File: src/rtl/dwf_pkg.sv
// ----------------------------------------------------------------------------
// dwf_pkg
// Shared types, constants and the control program of the deviation
// weighted fusion block.
// ----------------------------------------------------------------------------
`default_nettype none

package dwf_pkg;

    localparam int RISK_W = 16;
    localparam int STAT_W = 2;
    localparam int PAIR_W = 17;
    localparam int QUO_W  = 16;
    localparam int QCNT_W = $clog2(QUO_W);
    localparam int STEP_W = 5;

    // Set positions whose values are combined into the pair.
    localparam int PAIR_FIRST  = 3;
    localparam int PAIR_SECOND = 4;

    // Initial min and max of the deviation, 1000.0 and -1.0 in Q8.8.
    localparam int LO_SCALE = 256000;
    localparam int HI_SCALE = -256;

    localparam logic signed [RISK_W-1:0] VALID_FLOOR   = -16'sd256;
    localparam logic signed [RISK_W-1:0] NO_VALID_RISK = -16'sd256;

    localparam logic [STAT_W-1:0] ST_OK          = 2'd0;
    localparam logic [STAT_W-1:0] ST_NO_VALID    = 2'd1;
    localparam logic [STAT_W-1:0] ST_ZERO_WEIGHT = 2'd2;

    typedef logic [STEP_W-1:0] step_t;

    typedef enum logic [3:0] {
        OP_LOAD,
        OP_INIT,
        OP_READ,
        OP_DEV,
        OP_MINMAX,
        OP_PASS2,
        OP_WEIGHT,
        OP_WPROD,
        OP_ACCUM,
        OP_SETDIV_W,
        OP_SETDIV_M,
        OP_DIVSTEP,
        OP_FIN_DIV,
        OP_FIN_NOVAL,
        OP_FIN_ZERO,
        OP_EMIT
    } op_t;

    typedef enum logic [3:0] {
        C_FALSE,
        C_TRUE,
        C_CLOSED,
        C_CNT_ZERO,
        C_IDX_END,
        C_NO_SPREAD,
        C_DEN_ZERO,
        C_DIV_MORE,
        C_OUT_FREE
    } cond_t;

    // When cond holds the sequencer goes to target; otherwise it stays on
    // the step if hold is set and moves to the next step if not.
    typedef struct packed {
        op_t   op;
        cond_t cond;
        logic  hold;
        step_t target;
    } uword_t;

    localparam step_t S_LOAD  = 5'd0;
    localparam step_t S_INIT  = 5'd1;
    localparam step_t S_RD1   = 5'd2;
    localparam step_t S_DEV   = 5'd3;
    localparam step_t S_MM    = 5'd4;
    localparam step_t S_CHK   = 5'd5;
    localparam step_t S_RD2   = 5'd6;
    localparam step_t S_WGT   = 5'd7;
    localparam step_t S_WPROD = 5'd8;
    localparam step_t S_ACC   = 5'd9;
    localparam step_t S_DCHK  = 5'd10;
    localparam step_t S_DIV   = 5'd11;
    localparam step_t S_FIN   = 5'd12;
    localparam step_t S_MEAN  = 5'd13;
    localparam step_t S_NOVAL = 5'd14;
    localparam step_t S_ZERO  = 5'd15;
    localparam step_t S_EMIT  = 5'd16;

    function automatic uword_t ucode_rom(input step_t step);
        uword_t w;
        unique case (step)
            S_LOAD:  w = '{OP_LOAD,      C_CLOSED,    1'b1, S_INIT};
            S_INIT:  w = '{OP_INIT,      C_CNT_ZERO,  1'b0, S_NOVAL};
            S_RD1:   w = '{OP_READ,      C_IDX_END,   1'b0, S_CHK};
            S_DEV:   w = '{OP_DEV,       C_FALSE,     1'b0, S_LOAD};
            S_MM:    w = '{OP_MINMAX,    C_TRUE,      1'b0, S_RD1};
            S_CHK:   w = '{OP_PASS2,     C_NO_SPREAD, 1'b0, S_MEAN};
            S_RD2:   w = '{OP_READ,      C_IDX_END,   1'b0, S_DCHK};
            S_WGT:   w = '{OP_WEIGHT,    C_FALSE,     1'b0, S_LOAD};
            S_WPROD: w = '{OP_WPROD,     C_FALSE,     1'b0, S_LOAD};
            S_ACC:   w = '{OP_ACCUM,     C_TRUE,      1'b0, S_RD2};
            S_DCHK:  w = '{OP_SETDIV_W,  C_DEN_ZERO,  1'b0, S_ZERO};
            S_DIV:   w = '{OP_DIVSTEP,   C_DIV_MORE,  1'b0, S_DIV};
            S_FIN:   w = '{OP_FIN_DIV,   C_TRUE,      1'b0, S_EMIT};
            S_MEAN:  w = '{OP_SETDIV_M,  C_TRUE,      1'b0, S_DIV};
            S_NOVAL: w = '{OP_FIN_NOVAL, C_TRUE,      1'b0, S_EMIT};
            S_ZERO:  w = '{OP_FIN_ZERO,  C_FALSE,     1'b0, S_LOAD};
            S_EMIT:  w = '{OP_EMIT,      C_OUT_FREE,  1'b1, S_LOAD};
            default: w = '{OP_LOAD,      C_TRUE,      1'b0, S_LOAD};
        endcase
        return w;
    endfunction

endpackage

`default_nettype wire

File: src/rtl/deviation_weighted_fusion.sv
// ----------------------------------------------------------------------------
// deviation_weighted_fusion
// Fuses a set of signed Q8.8 risk values into one deviation weighted mean.
// ----------------------------------------------------------------------------
// Each input transaction carries one risk value and is taken in one cycle;
// a value with last set closes the set, and the block then runs its fusion
// program and accepts no input until the result is in the output register.
// When the stored values spread, the fusion makes two passes over the
// value store and then runs a radix-2 divider; when they spread but the
// weights sum to zero it makes both passes and skips the divider; when
// they do not spread it makes one pass and then runs the divider; and
// when the set held no valid value it goes straight to its result. The
// passes read one stored value at a time through a single registered
// memory port, and the divider retires one quotient bit per cycle. A result
// not yet taken holds the block only when the next set has closed and its result is ready.
// ----------------------------------------------------------------------------
`default_nettype none

module deviation_weighted_fusion
    import dwf_pkg::*;
#(
    parameter int MAX_VALUES = 8
)
(
    input  wire logic                     clk,
    input  wire logic                     rst_n,
    input  wire logic                     in_valid,
    output logic                          in_ready,
    input  wire logic signed [RISK_W-1:0] risk_value,
    input  wire logic                     last,
    output logic                          out_valid,
    input  wire logic                     out_ready,
    output logic signed [RISK_W-1:0]      fused_risk,
    output logic [STAT_W-1:0]             status
);

    localparam int CNT_W  = $clog2(MAX_VALUES + 1);
    localparam int ADDR_W = (MAX_VALUES > 1) ? $clog2(MAX_VALUES) : 1;
    localparam int SUM_W  = RISK_W + CNT_W;
    localparam int EXT_W  = 19 + CNT_W;
    localparam int DEN_W  = EXT_W + CNT_W;
    localparam int PROD_W = RISK_W + EXT_W;
    localparam int NUM_W  = PROD_W + CNT_W;
    localparam int DIV_W  = NUM_W + QUO_W;

    // Sequencer
    step_t  step_reg, step_next;
    uword_t uw;
    logic   cond_hit;

    // Set state
    logic [CNT_W-1:0]        pos_reg, pos_next;
    logic [CNT_W-1:0]        stored_reg, stored_next;
    logic [CNT_W-1:0]        cnt_reg, cnt_next;
    logic signed [SUM_W-1:0] sum_reg, sum_next;
    logic signed [PAIR_W-1:0] pair_reg, pair_next;

    // Fusion datapath
    logic [CNT_W-1:0]         idx_reg, idx_next;
    logic signed [RISK_W-1:0] rd_reg;
    logic signed [EXT_W-1:0]  d_reg, d_next;
    logic signed [EXT_W-1:0]  hi_reg, hi_next;
    logic signed [EXT_W-1:0]  lo_reg, lo_next;
    logic signed [EXT_W-1:0]  w_reg, w_next;
    logic signed [PROD_W-1:0] prod_reg, prod_next;
    logic signed [NUM_W-1:0]  num_reg, num_next;
    logic [DEN_W-1:0]         den_reg, den_next;
    logic [DIV_W-1:0]         rem_reg, rem_next;
    logic [DIV_W-1:0]         dsh_reg, dsh_next;
    logic [QUO_W-1:0]         q_reg, q_next;
    logic [QCNT_W-1:0]        qcnt_reg, qcnt_next;
    logic                     neg_reg, neg_next;
    logic signed [RISK_W-1:0] res_reg, res_next;
    logic [STAT_W-1:0]        stat_reg, stat_next;

    // Output register
    logic                     out_valid_reg, out_valid_next;
    logic signed [RISK_W-1:0] fused_risk_reg, fused_risk_next;
    logic [STAT_W-1:0]        status_reg, status_next;

    logic signed [RISK_W-1:0] store_mem [MAX_VALUES];

    logic                     in_fire;
    logic                     out_free;
    logic                     idx_end;
    logic                     in_range;
    logic                     is_valid;
    logic                     at_pair;
    logic                     at_second;
    logic signed [PAIR_W-1:0] pair_add;
    logic                     half_ok;
    logic signed [RISK_W-1:0] half_val;
    logic                     store_en;
    logic signed [RISK_W-1:0] store_val;
    logic signed [EXT_W-1:0]  cnt_ext;
    logic signed [EXT_W-1:0]  dev_comb;
    logic signed [NUM_W-1:0]  div_src;
    logic [DEN_W-1:0]         div_by;
    logic [NUM_W-1:0]         div_mag;

    assign uw        = ucode_rom(step_reg);
    assign in_ready  = (uw.op == OP_LOAD);
    assign in_fire   = in_valid && in_ready;
    assign out_free  = !out_valid_reg || out_ready;
    assign idx_end   = (idx_reg == stored_reg);

    assign out_valid  = out_valid_reg;
    assign fused_risk = fused_risk_reg;
    assign status     = status_reg;

    // Load path: valid values go to the sum and the store, except at the two
    // pair positions, whose halved sum is stored at the second one unless it is negative.
    assign in_range  = (pos_reg < CNT_W'(MAX_VALUES));
    assign is_valid  = (risk_value > VALID_FLOOR);
    assign at_pair   = (32'(pos_reg) == PAIR_FIRST) || (32'(pos_reg) == PAIR_SECOND);
    assign at_second = (32'(pos_reg) == PAIR_SECOND);
    assign pair_add  = (is_valid && at_pair) ? pair_reg + PAIR_W'(risk_value) : pair_reg;
    assign half_ok   = at_second && !pair_add[PAIR_W-1];
    assign half_val  = $signed(pair_add[PAIR_W-1:1]);
    assign store_en  = in_fire && in_range && ((is_valid && !at_pair) || half_ok);
    assign store_val = half_ok ? half_val : risk_value;

    // Deviations are scaled by the valid count so they stay exact integers.
    assign cnt_ext  = EXT_W'($signed({1'b0, cnt_reg}));
    assign dev_comb = cnt_ext * EXT_W'(rd_reg) - EXT_W'(sum_reg);

    assign div_src = (uw.op == OP_SETDIV_M) ? NUM_W'(sum_reg) : num_reg;
    assign div_by  = (uw.op == OP_SETDIV_M) ? DEN_W'(cnt_reg) : den_reg;
    assign div_mag = div_src[NUM_W-1] ? $unsigned(-div_src) : $unsigned(div_src);

    always_comb
    begin
        unique case (uw.cond)
            C_FALSE:     cond_hit = 1'b0;
            C_TRUE:      cond_hit = 1'b1;
            C_CLOSED:    cond_hit = in_fire && last;
            C_CNT_ZERO:  cond_hit = (cnt_reg == '0);
            C_IDX_END:   cond_hit = idx_end;
            C_NO_SPREAD: cond_hit = !(hi_reg > lo_reg);
            C_DEN_ZERO:  cond_hit = (den_reg == '0);
            C_DIV_MORE:  cond_hit = (qcnt_reg != '0);
            C_OUT_FREE:  cond_hit = out_free;
            default:     cond_hit = 1'b0;
        endcase

        if (cond_hit)
        begin
            step_next = uw.target;
        end
        else if (uw.hold)
        begin
            step_next = step_reg;
        end
        else
        begin
            step_next = step_reg + 1'b1;
        end
    end

    always_comb
    begin
        pos_next        = pos_reg;
        stored_next     = stored_reg;
        cnt_next        = cnt_reg;
        sum_next        = sum_reg;
        pair_next       = pair_reg;
        idx_next        = idx_reg;
        d_next          = d_reg;
        hi_next         = hi_reg;
        lo_next         = lo_reg;
        w_next          = w_reg;
        prod_next       = prod_reg;
        num_next        = num_reg;
        den_next        = den_reg;
        rem_next        = rem_reg;
        dsh_next        = dsh_reg;
        q_next          = q_reg;
        qcnt_next       = qcnt_reg;
        neg_next        = neg_reg;
        res_next        = res_reg;
        stat_next       = stat_reg;
        out_valid_next  = out_valid_reg && !out_ready;
        fused_risk_next = fused_risk_reg;
        status_next     = status_reg;

        unique case (uw.op)
            OP_LOAD:
            begin
                if (in_fire && in_range)
                begin
                    pair_next = pair_add;
                    if (is_valid)
                    begin
                        cnt_next = cnt_reg + 1'b1;
                    end
                    if (store_en)
                    begin
                        sum_next    = sum_reg + SUM_W'(store_val);
                        stored_next = stored_reg + 1'b1;
                    end
                    pos_next = pos_reg + 1'b1;
                end
            end
            OP_INIT:
            begin
                lo_next  = cnt_ext * EXT_W'(LO_SCALE);
                hi_next  = cnt_ext * EXT_W'(HI_SCALE);
                idx_next = '0;
            end
            OP_READ:
            begin
                // The store read itself sits in the memory block below.
            end
            OP_DEV:
            begin
                d_next = dev_comb;
            end
            OP_MINMAX:
            begin
                if (d_reg > hi_reg)
                begin
                    hi_next = d_reg;
                end
                if (d_reg < lo_reg)
                begin
                    lo_next = d_reg;
                end
                idx_next = idx_reg + 1'b1;
            end
            OP_PASS2:
            begin
                idx_next = '0;
                num_next = '0;
                den_next = '0;
            end
            OP_WEIGHT:
            begin
                w_next = dev_comb - lo_reg;
            end
            OP_WPROD:
            begin
                den_next  = den_reg + DEN_W'($unsigned(w_reg));
                prod_next = PROD_W'(rd_reg) * PROD_W'(w_reg);
            end
            OP_ACCUM:
            begin
                num_next = num_reg + NUM_W'(prod_reg);
                idx_next = idx_reg + 1'b1;
            end
            OP_SETDIV_W,
            OP_SETDIV_M:
            begin
                neg_next  = div_src[NUM_W-1];
                rem_next  = DIV_W'(div_mag);
                dsh_next  = DIV_W'(div_by) << (QUO_W - 1);
                q_next    = '0;
                qcnt_next = QCNT_W'(QUO_W - 1);
            end
            OP_DIVSTEP:
            begin
                if (rem_reg >= dsh_reg)
                begin
                    rem_next = rem_reg - dsh_reg;
                    q_next   = {q_reg[QUO_W-2:0], 1'b1};
                end
                else
                begin
                    q_next = {q_reg[QUO_W-2:0], 1'b0};
                end
                dsh_next  = dsh_reg >> 1;
                qcnt_next = qcnt_reg - 1'b1;
            end
            OP_FIN_DIV:
            begin
                res_next  = neg_reg ? -$signed(q_reg) : $signed(q_reg);
                stat_next = ST_OK;
            end
            OP_FIN_NOVAL:
            begin
                res_next  = NO_VALID_RISK;
                stat_next = ST_NO_VALID;
            end
            OP_FIN_ZERO:
            begin
                res_next  = '0;
                stat_next = ST_ZERO_WEIGHT;
            end
            OP_EMIT:
            begin
                if (out_free)
                begin
                    out_valid_next  = 1'b1;
                    fused_risk_next = res_reg;
                    status_next     = stat_reg;
                    pos_next        = '0;
                    stored_next     = '0;
                    cnt_next        = '0;
                    sum_next        = '0;
                    pair_next       = '0;
                end
            end
        endcase
    end

    always_ff @(posedge clk or negedge rst_n)
    begin
        if (!rst_n)
        begin
            step_reg      <= S_LOAD;
            pos_reg       <= '0;
            stored_reg    <= '0;
            cnt_reg       <= '0;
            sum_reg       <= '0;
            pair_reg      <= '0;
            idx_reg       <= '0;
            qcnt_reg      <= '0;
            out_valid_reg <= 1'b0;
        end
        else
        begin
            step_reg      <= step_next;
            pos_reg       <= pos_next;
            stored_reg    <= stored_next;
            cnt_reg       <= cnt_next;
            sum_reg       <= sum_next;
            pair_reg      <= pair_next;
            idx_reg       <= idx_next;
            qcnt_reg      <= qcnt_next;
            out_valid_reg <= out_valid_next;
        end
    end

    always_ff @(posedge clk)
    begin
        d_reg          <= d_next;
        hi_reg         <= hi_next;
        lo_reg         <= lo_next;
        w_reg          <= w_next;
        prod_reg       <= prod_next;
        num_reg        <= num_next;
        den_reg        <= den_next;
        rem_reg        <= rem_next;
        dsh_reg        <= dsh_next;
        q_reg          <= q_next;
        neg_reg        <= neg_next;
        res_reg        <= res_next;
        stat_reg       <= stat_next;
        fused_risk_reg <= fused_risk_next;
        status_reg     <= status_next;
    end

    always_ff @(posedge clk)
    begin
        if (store_en)
        begin
            store_mem[stored_reg[ADDR_W-1:0]] <= store_val;
        end
        if ((uw.op == OP_READ) && !idx_end)
        begin
            rd_reg <= store_mem[idx_reg[ADDR_W-1:0]];
        end
    end

    a_no_valid_risk: assert property (@(posedge clk) disable iff (!rst_n)
        out_valid && (status == ST_NO_VALID) |-> fused_risk == NO_VALID_RISK)
        else $error("no-valid result without the -1.0 risk value");

    a_zero_weight_risk: assert property (@(posedge clk) disable iff (!rst_n)
        out_valid && (status == ST_ZERO_WEIGHT) |-> fused_risk == '0)
        else $error("zero weight result with a nonzero risk value");

    a_store_bound: assert property (@(posedge clk) disable iff (!rst_n)
        stored_reg <= pos_reg)
        else $error("more stored values than set positions");

    a_pos_bound: assert property (@(posedge clk) disable iff (!rst_n)
        pos_reg <= CNT_W'(MAX_VALUES))
        else $error("set position beyond capacity");

endmodule

`default_nettype wire

File: config.mk
export PLATFORM = sky130hd
export DESIGN_NAME = deviation_weighted_fusion
export DESIGN_NICKNAME = d
export VERILOG_FILES = /design/src/rtl/dwf_pkg.sv /design/src/rtl/deviation_weighted_fusion.sv
export SDC_FILE = /design/constraint.sdc
export NUM_CORES = 2
export LEC_CHECK = 0
export ABC_AREA = 1
export BUFFER_PORTS_ARGS = -buffer_cell sky130_fd_sc_hd__buf_2
export CORE_ASPECT_RATIO = 0.75
export CORE_UTILIZATION = 43
export DETAILED_ROUTE_END_ITERATION = 10
export SLEW_MARGIN = 20
export SYNTH_ARGS = -nofsm -noshare
export SYNTH_HDL_FRONTEND = slang
export SYNTH_SLANG_ARGS = --single-unit
File: constraint.sdc
create_clock -name clk -period 18.1 [get_ports clk]
set_input_delay 0.905 -clock clk [delete_from_list [all_inputs] [get_ports clk]]
set_output_delay 0.905 -clock clk [all_outputs]
set_load 0.05 [all_outputs]
# Word level (Yosys, flattened, before mapping)
# Memory sizes are Yosys's and may differ from the RTL's. A register that Yosys moved wholly into a read port is not among the register bits.
# Cells that the tools add are included.
# word_totals
mem_bits_rw,128
in_bits,21
regBits,434
rom_bits,448
latchBits,0
mem_count,2
output_inout_bits,20
word_cells,171
# mem_list
memory,words,width,read_ports,rd_clocked_by_memory_dff,write_ports,line,text
(name not given),32,14,1,0,0,dwf_pkg.sv:94,unique case (step)
store_mem,8,16,1,1,1,deviation_weighted_fusion.sv:81,logic signed [RISK_W-1:0] store_mem [MAX_VALUES];
# classes
magnitude_cmp,6
mul,3
reduce_logical,40
n_addsub,16
div,0
n_eq_ne,35
shifts,0
bitwise_logic,0
mux,44
# ops
operator,n
case mux 59 bit (2 select lines),2
case mux 23 bit (2 select lines),2
two-way mux 43 bit,2
case mux 43 bit (2 select lines),1
two-way mux 20 bit,3
>= comparator 59 bit,1
two-way mux 59 bit,1
subtractor 59 bit,1
case mux 27 bit (2 select lines),1
two-way mux 17 bit,3
case mux 16 bit (3 select lines),1
two-way mux 23 bit,2
adder 43 x 39 -> 43 bit,1
negation 43 bit,1
case mux 20 bit (2 select lines),1
case mux 4 bit (2 select lines),5
multiplier 16 x 23 -> 39 bit,1
equality test 4 x 3 -> 1 bit (second input constant),9
equality test 4 bit (second input constant),9
case mux 17 bit (2 select lines),1
two-way mux 16 bit,2
case mux 16 bit (2 select lines),1
adder 27 x 23 -> 27 bit,1
logical NOT 27 bit,1
other kinds (38),91

# Longest topological paths before layout
# logic_depth
depth_word,11
ltp_mapped,33
depth_no_buf,31

# Least setup slack after synthesis
# Ideal clock, no wire load.
# synth_timing
path_kind,flip-flop to flip-flop
start,register step_reg[0]
end,register rem_reg[0] (enable)
path_stages_with_launch,12
arrival_ns,6.044
path_buffers,1
setup_time_ns,0.557
path_slack_ns,11.498
period_less_slack_ns,6.602
required_ns,17.543
path_cell_list,dfrtp_1 > inv_1 > ha_1 > nand3_4 > nand2_2 > nand2_4 > nor2_8 > inv_1 > nor2_1 > inv_1 > clkbuf_1 > o21ai_0
# synth_between
elab_chain_len,5
word_cells_on_any_way,8
cone_classes,eq/ne: 4; reduce/logical: 3; memory: 1
# synth_lines
element,line,text
start: declaration,deviation_weighted_fusion.sv:47,"step_t step_reg, step_next;"
start signal: assignment,deviation_weighted_fusion.sv:321,step_reg <= step_next;
memory (32 x 14 bit) (*),-,
equality test 4 bit,deviation_weighted_fusion.sv:186,unique case (uw.op)
OR reduction 2 bit,deviation_weighted_fusion.sv:186,
nonzero test 2 bit (no line),-,
AND reduction 2 bit (no line) (*),-,
end signal: assignment,deviation_weighted_fusion.sv:342,rem_reg <= rem_next;
end: declaration,deviation_weighted_fusion.sv:68,"logic [DIV_W-1:0] rem_reg, rem_next;"
# Mark *: on every way between the ends. The rest lies on a longest branch, timed or not.
# A chain may end at the register's enable or synchronous reset.

# Worst setup path after layout
# layout_timing
start,"register rd_reg[9], read port of store_mem"
end,register prod_reg[32] (data pin)
# layout_between
elab_chain_len,1
# layout_lines
element,line,text
start: declaration,deviation_weighted_fusion.sv:60,logic signed [RISK_W-1:0] rd_reg;
multiplier 16 x 23 -> 39 bit,deviation_weighted_fusion.sv:243,prod_next = PROD_W'(rd_reg) * PROD_W'(w_reg);
end signal: assignment,deviation_weighted_fusion.sv:339,prod_reg <= prod_next;
end: declaration,deviation_weighted_fusion.sv:65,"logic signed [PROD_W-1:0] prod_reg, prod_next;"
# Every way passes these cells.

==> impl_results.md <==
* Prevailing post-synth register cell: edfxtp_1
* Number of global-route vias before repair at 41400
* Area after DPL at 54500 sq um
* Final period utilization at 0.396
* CP endpoint kind: flip-flop
* Setup TNS at 0 ps
* Synthesized cell area at 52500 sq um
* Via count at 42400
* CP max FO at 27
* Sequential share of the synthesized area at 0.315
* CTS tree: built
* Worst Max-Slew Pin Slew at 1140 ps
* Detailed Route WL at 155000 microns
* Clock root cell: clkbuf_16
* # rows at 110
* Yosys cell types at 58
* Slew HR at 0.238
* Final hold vios at 0
* Initial Util at 0.436
* Post-synth EDFFs at 498
* Synth Register Bits at 561
* Vias per std cell at 5.27
* Clk_lat worst skew at 670 ps
* Largest net degree at the start of global routing at 74
* Final Worst Setup Slack at 10920 ps
* RSZ-0062 raised after global routing: false
* CTS hold repair buffers at 0
* Max FFs per register at 128
* Syn_area_per_cell at 8.22 sq um
* Gpl congestion at 0.953
* Initial antenna violation count at 3
* H-tree Lvls at 2
* DR pass1 iterations at 5
* Starting DRT DRC Count at 3862
* Pre-CTS setup slack at 11000 ps
* CTS Buf Count at 59
* Top Ports at 41
* CP startpoint kind: flip-flop
* Worst EP arrival at 7630 ps
* CTS Sinks at 561
* Post-synth ARST share at 0.112
* Dpl hpwl at 119000 microns
* # nets final at 7221
* Port bufs at 40
* Average routed wire per standard cell at 19.2 microns
* First-pass GRT wire length at 240000 microns
* Post-route design area at 56600 sq um
* Max Cap Violations at 0
* HP Class: reg -> reg
* Max Root-Sink Buffers at 3
* Area Growth Syn to Fin at 7.83%
* Crit Path Class: reg -> reg
* Final critical-path required period at 7180 ps
* Share of cells above drive strength 1 at 0.0455
* Clk slew on worst S/H paths at 60 ps
* Status: finished, final reports clean
* Postcts setup bufs at 0
* Post-CTS sizing at 0
* Antenna Violating Nets Remaining at 0
* Gate Count Post-Synth at 6381
* Die height at 304 microns
* Fin. max-slew vios at 0
* Post-Syn Nets at 7231
* Clk_skew at 33.9 ps
* Synthesis Warnings at 0
* # DRC at 0
* Die area at 123000 sq um
* Tot GR Track Use at 0.250
* FMAX at 139 MHz
* # setup viols final at 0
* Core Area at 120000 sq um
* Die X at 405 microns
* CP Data Required Time at 18550 ps
* Grt ovf at 0
-- cell families (layout without fill, tap and decap cells) --
| logic type | Yosys count | after routing | share of synthesized area |
|---|---|---|---|
| other | 0 | 1 | 0 |
| DFF | 561 | 561 | 0.315 |
| buffers and inverters | 1478 | 1517 | 0.107 |
| muxes | 1 | 1 | 0.000191 |
| xor gates and xnor gates | 159 | 159 | 0.0265 |
| adders and majority gates | 829 | 829 | 0.259 |
| and+or+nand+nor | 2262 | 2262 | 0.177 |
| AOI/OAI and AO/OA | 1091 | 1091 | 0.115 |
-- layout make-up --
type | instances | area, sq um
repair buffers | 108 | 738
well taps | 1624 | 2030
clock inverters | 30 | 347
diodes | 1 | 2.50
fillers | 11800 | 63900
clock buffers | 80 | 1650
multi-input cells | 4342 | 30400
flip-flops and latches | 561 | 16500
inverters | 1299 | 4880
-- path summary, 6_finish.rpt --
| kind | start | to | slack [ps] | cells past startpoint |
|---|---|---|---|---|
| setup / recovery | rd_reg[9] | prod_reg[32] | 10920 | 19 |
| hold / removal | res_reg[10] | fused_risk[10] | 390 | 0 |
| setup reg to reg | rd_reg[9] | prod_reg[32] | 10920 | 19 |
| hold reg to reg | res_reg[10] | fused_risk[10] | 390 | 0 |
| max in group asynchronous | rst_n | idx_reg[0] | 17050 | 1 |
| min in group asynchronous | rst_n | idx_reg[0] | 410 | 1 |
-- per-layer routing --
layer | global-route usage | share of wire
met5 | 0 | 0.000045
met4 | 0.0448 | 0.014
met3 | 0.0515 | 0.083
met2 | 0.371 | 0.42
met1 | 0.376 | 0.48
-- cell usage in the layout (no fill, tap or decap), types with 6 or more instances in the layout --
cell	synthesis	routed
xor2_1	99	99
nand3_1	201	201
o21a_1	27	27
a21boi_0	9	9
a21oi_1	427	426
nand4_1	55	55
a31oi_1	55	55
buf_4	5	67
a211oi_1	10	10
o21ai_2	12	11
nor4_1	24	23
o21ai_0	370	365
dfrtp_1	63	62
ha_1	403	403
o211ai_1	18	18
xnor2_1	60	60
inv_1	1292	1290
bufinv_16	0	6
nor2_2	10	13
nand2_2	8	9
fa_1	426	426
a21o_1	16	16
edfxtp_1	498	498
nand2_1	1283	1282
clkbuf_16	0	62
o21bai_1	25	25
o31ai_1	14	14
nor2_1	571	565
buf_2	14	39
nand3b_1	9	9
or2_2	23	23
o22ai_1	48	48
clkbuf_1	153	14
clkinv_2	0	10
o21ai_1	31	34
nor3_1	55	55
inv_2	7	8
o221ai_1	9	9
-- critical path, cell delays in order, from the launching register on --
cell,delay (ps)
edfxtp_1,1080
nand2_1,210
fa_1,600
inv_1,50
fa_1,530
fa_1,440
fa_1,540
fa_1,570
inv_1,60
fa_1,530
inv_1,50
ha_1,390
nand2_1,120
nor2_1,150
nand2_1,90
nor4_1,550
a21oi_1,250
o21ai_0,350
a21oi_1,140
xnor2_1,260
-- Yosys cell counts, types with 4 or more instances --
library cell  count  share of area
a211oi_1         10         0.0014
a21boi_0          9         0.0013
a21o_1           16         0.0023
a21oi_1         427          0.041
a31oi_1          55         0.0066
and3_1            4        0.00048
buf_2            14         0.0013
buf_4             5        0.00072
buf_6             4        0.00086
clkbuf_1        153          0.011
dfrtp_1          63          0.030
edfxtp_1        498           0.29
fa_1            426           0.16
ha_1            403          0.096
inv_1          1292          0.092
inv_2             7        0.00050
nand2_1        1283          0.092
nand2_2           8        0.00095
nand2_4           4        0.00086
nand3_1         201          0.019
nand3b_1          9         0.0013
nand4_1          55         0.0066
nor2_1          571          0.041
nor2_2           10         0.0012
nor3_1           55         0.0052
nor4_1           24         0.0029
o2111ai_1         4        0.00067
o211ai_1         18         0.0026
o21a_1           27         0.0039
o21ai_0         370          0.035
o21ai_1          31         0.0030
o21ai_2          12         0.0020
o21bai_1         25         0.0036
o221ai_1          9         0.0015
o22ai_1          48         0.0057
o31ai_1          14         0.0020
or2_2            23         0.0027
xnor2_1          60          0.010
xor2_1           99          0.017
-- through the flow --
step                std cells  utilization  hold WS [ps]
floorplan                6381            -           400
global placement         7932        0.453           406
detailed placement       7932        0.453           405
CTS                      8042        0.469           384
global route             8044        0.470           411
finish                   8045        0.470           392
Power is not shown: default switching activity piles up to over one toggle a cycle in this logic, so the estimate is an artifact.
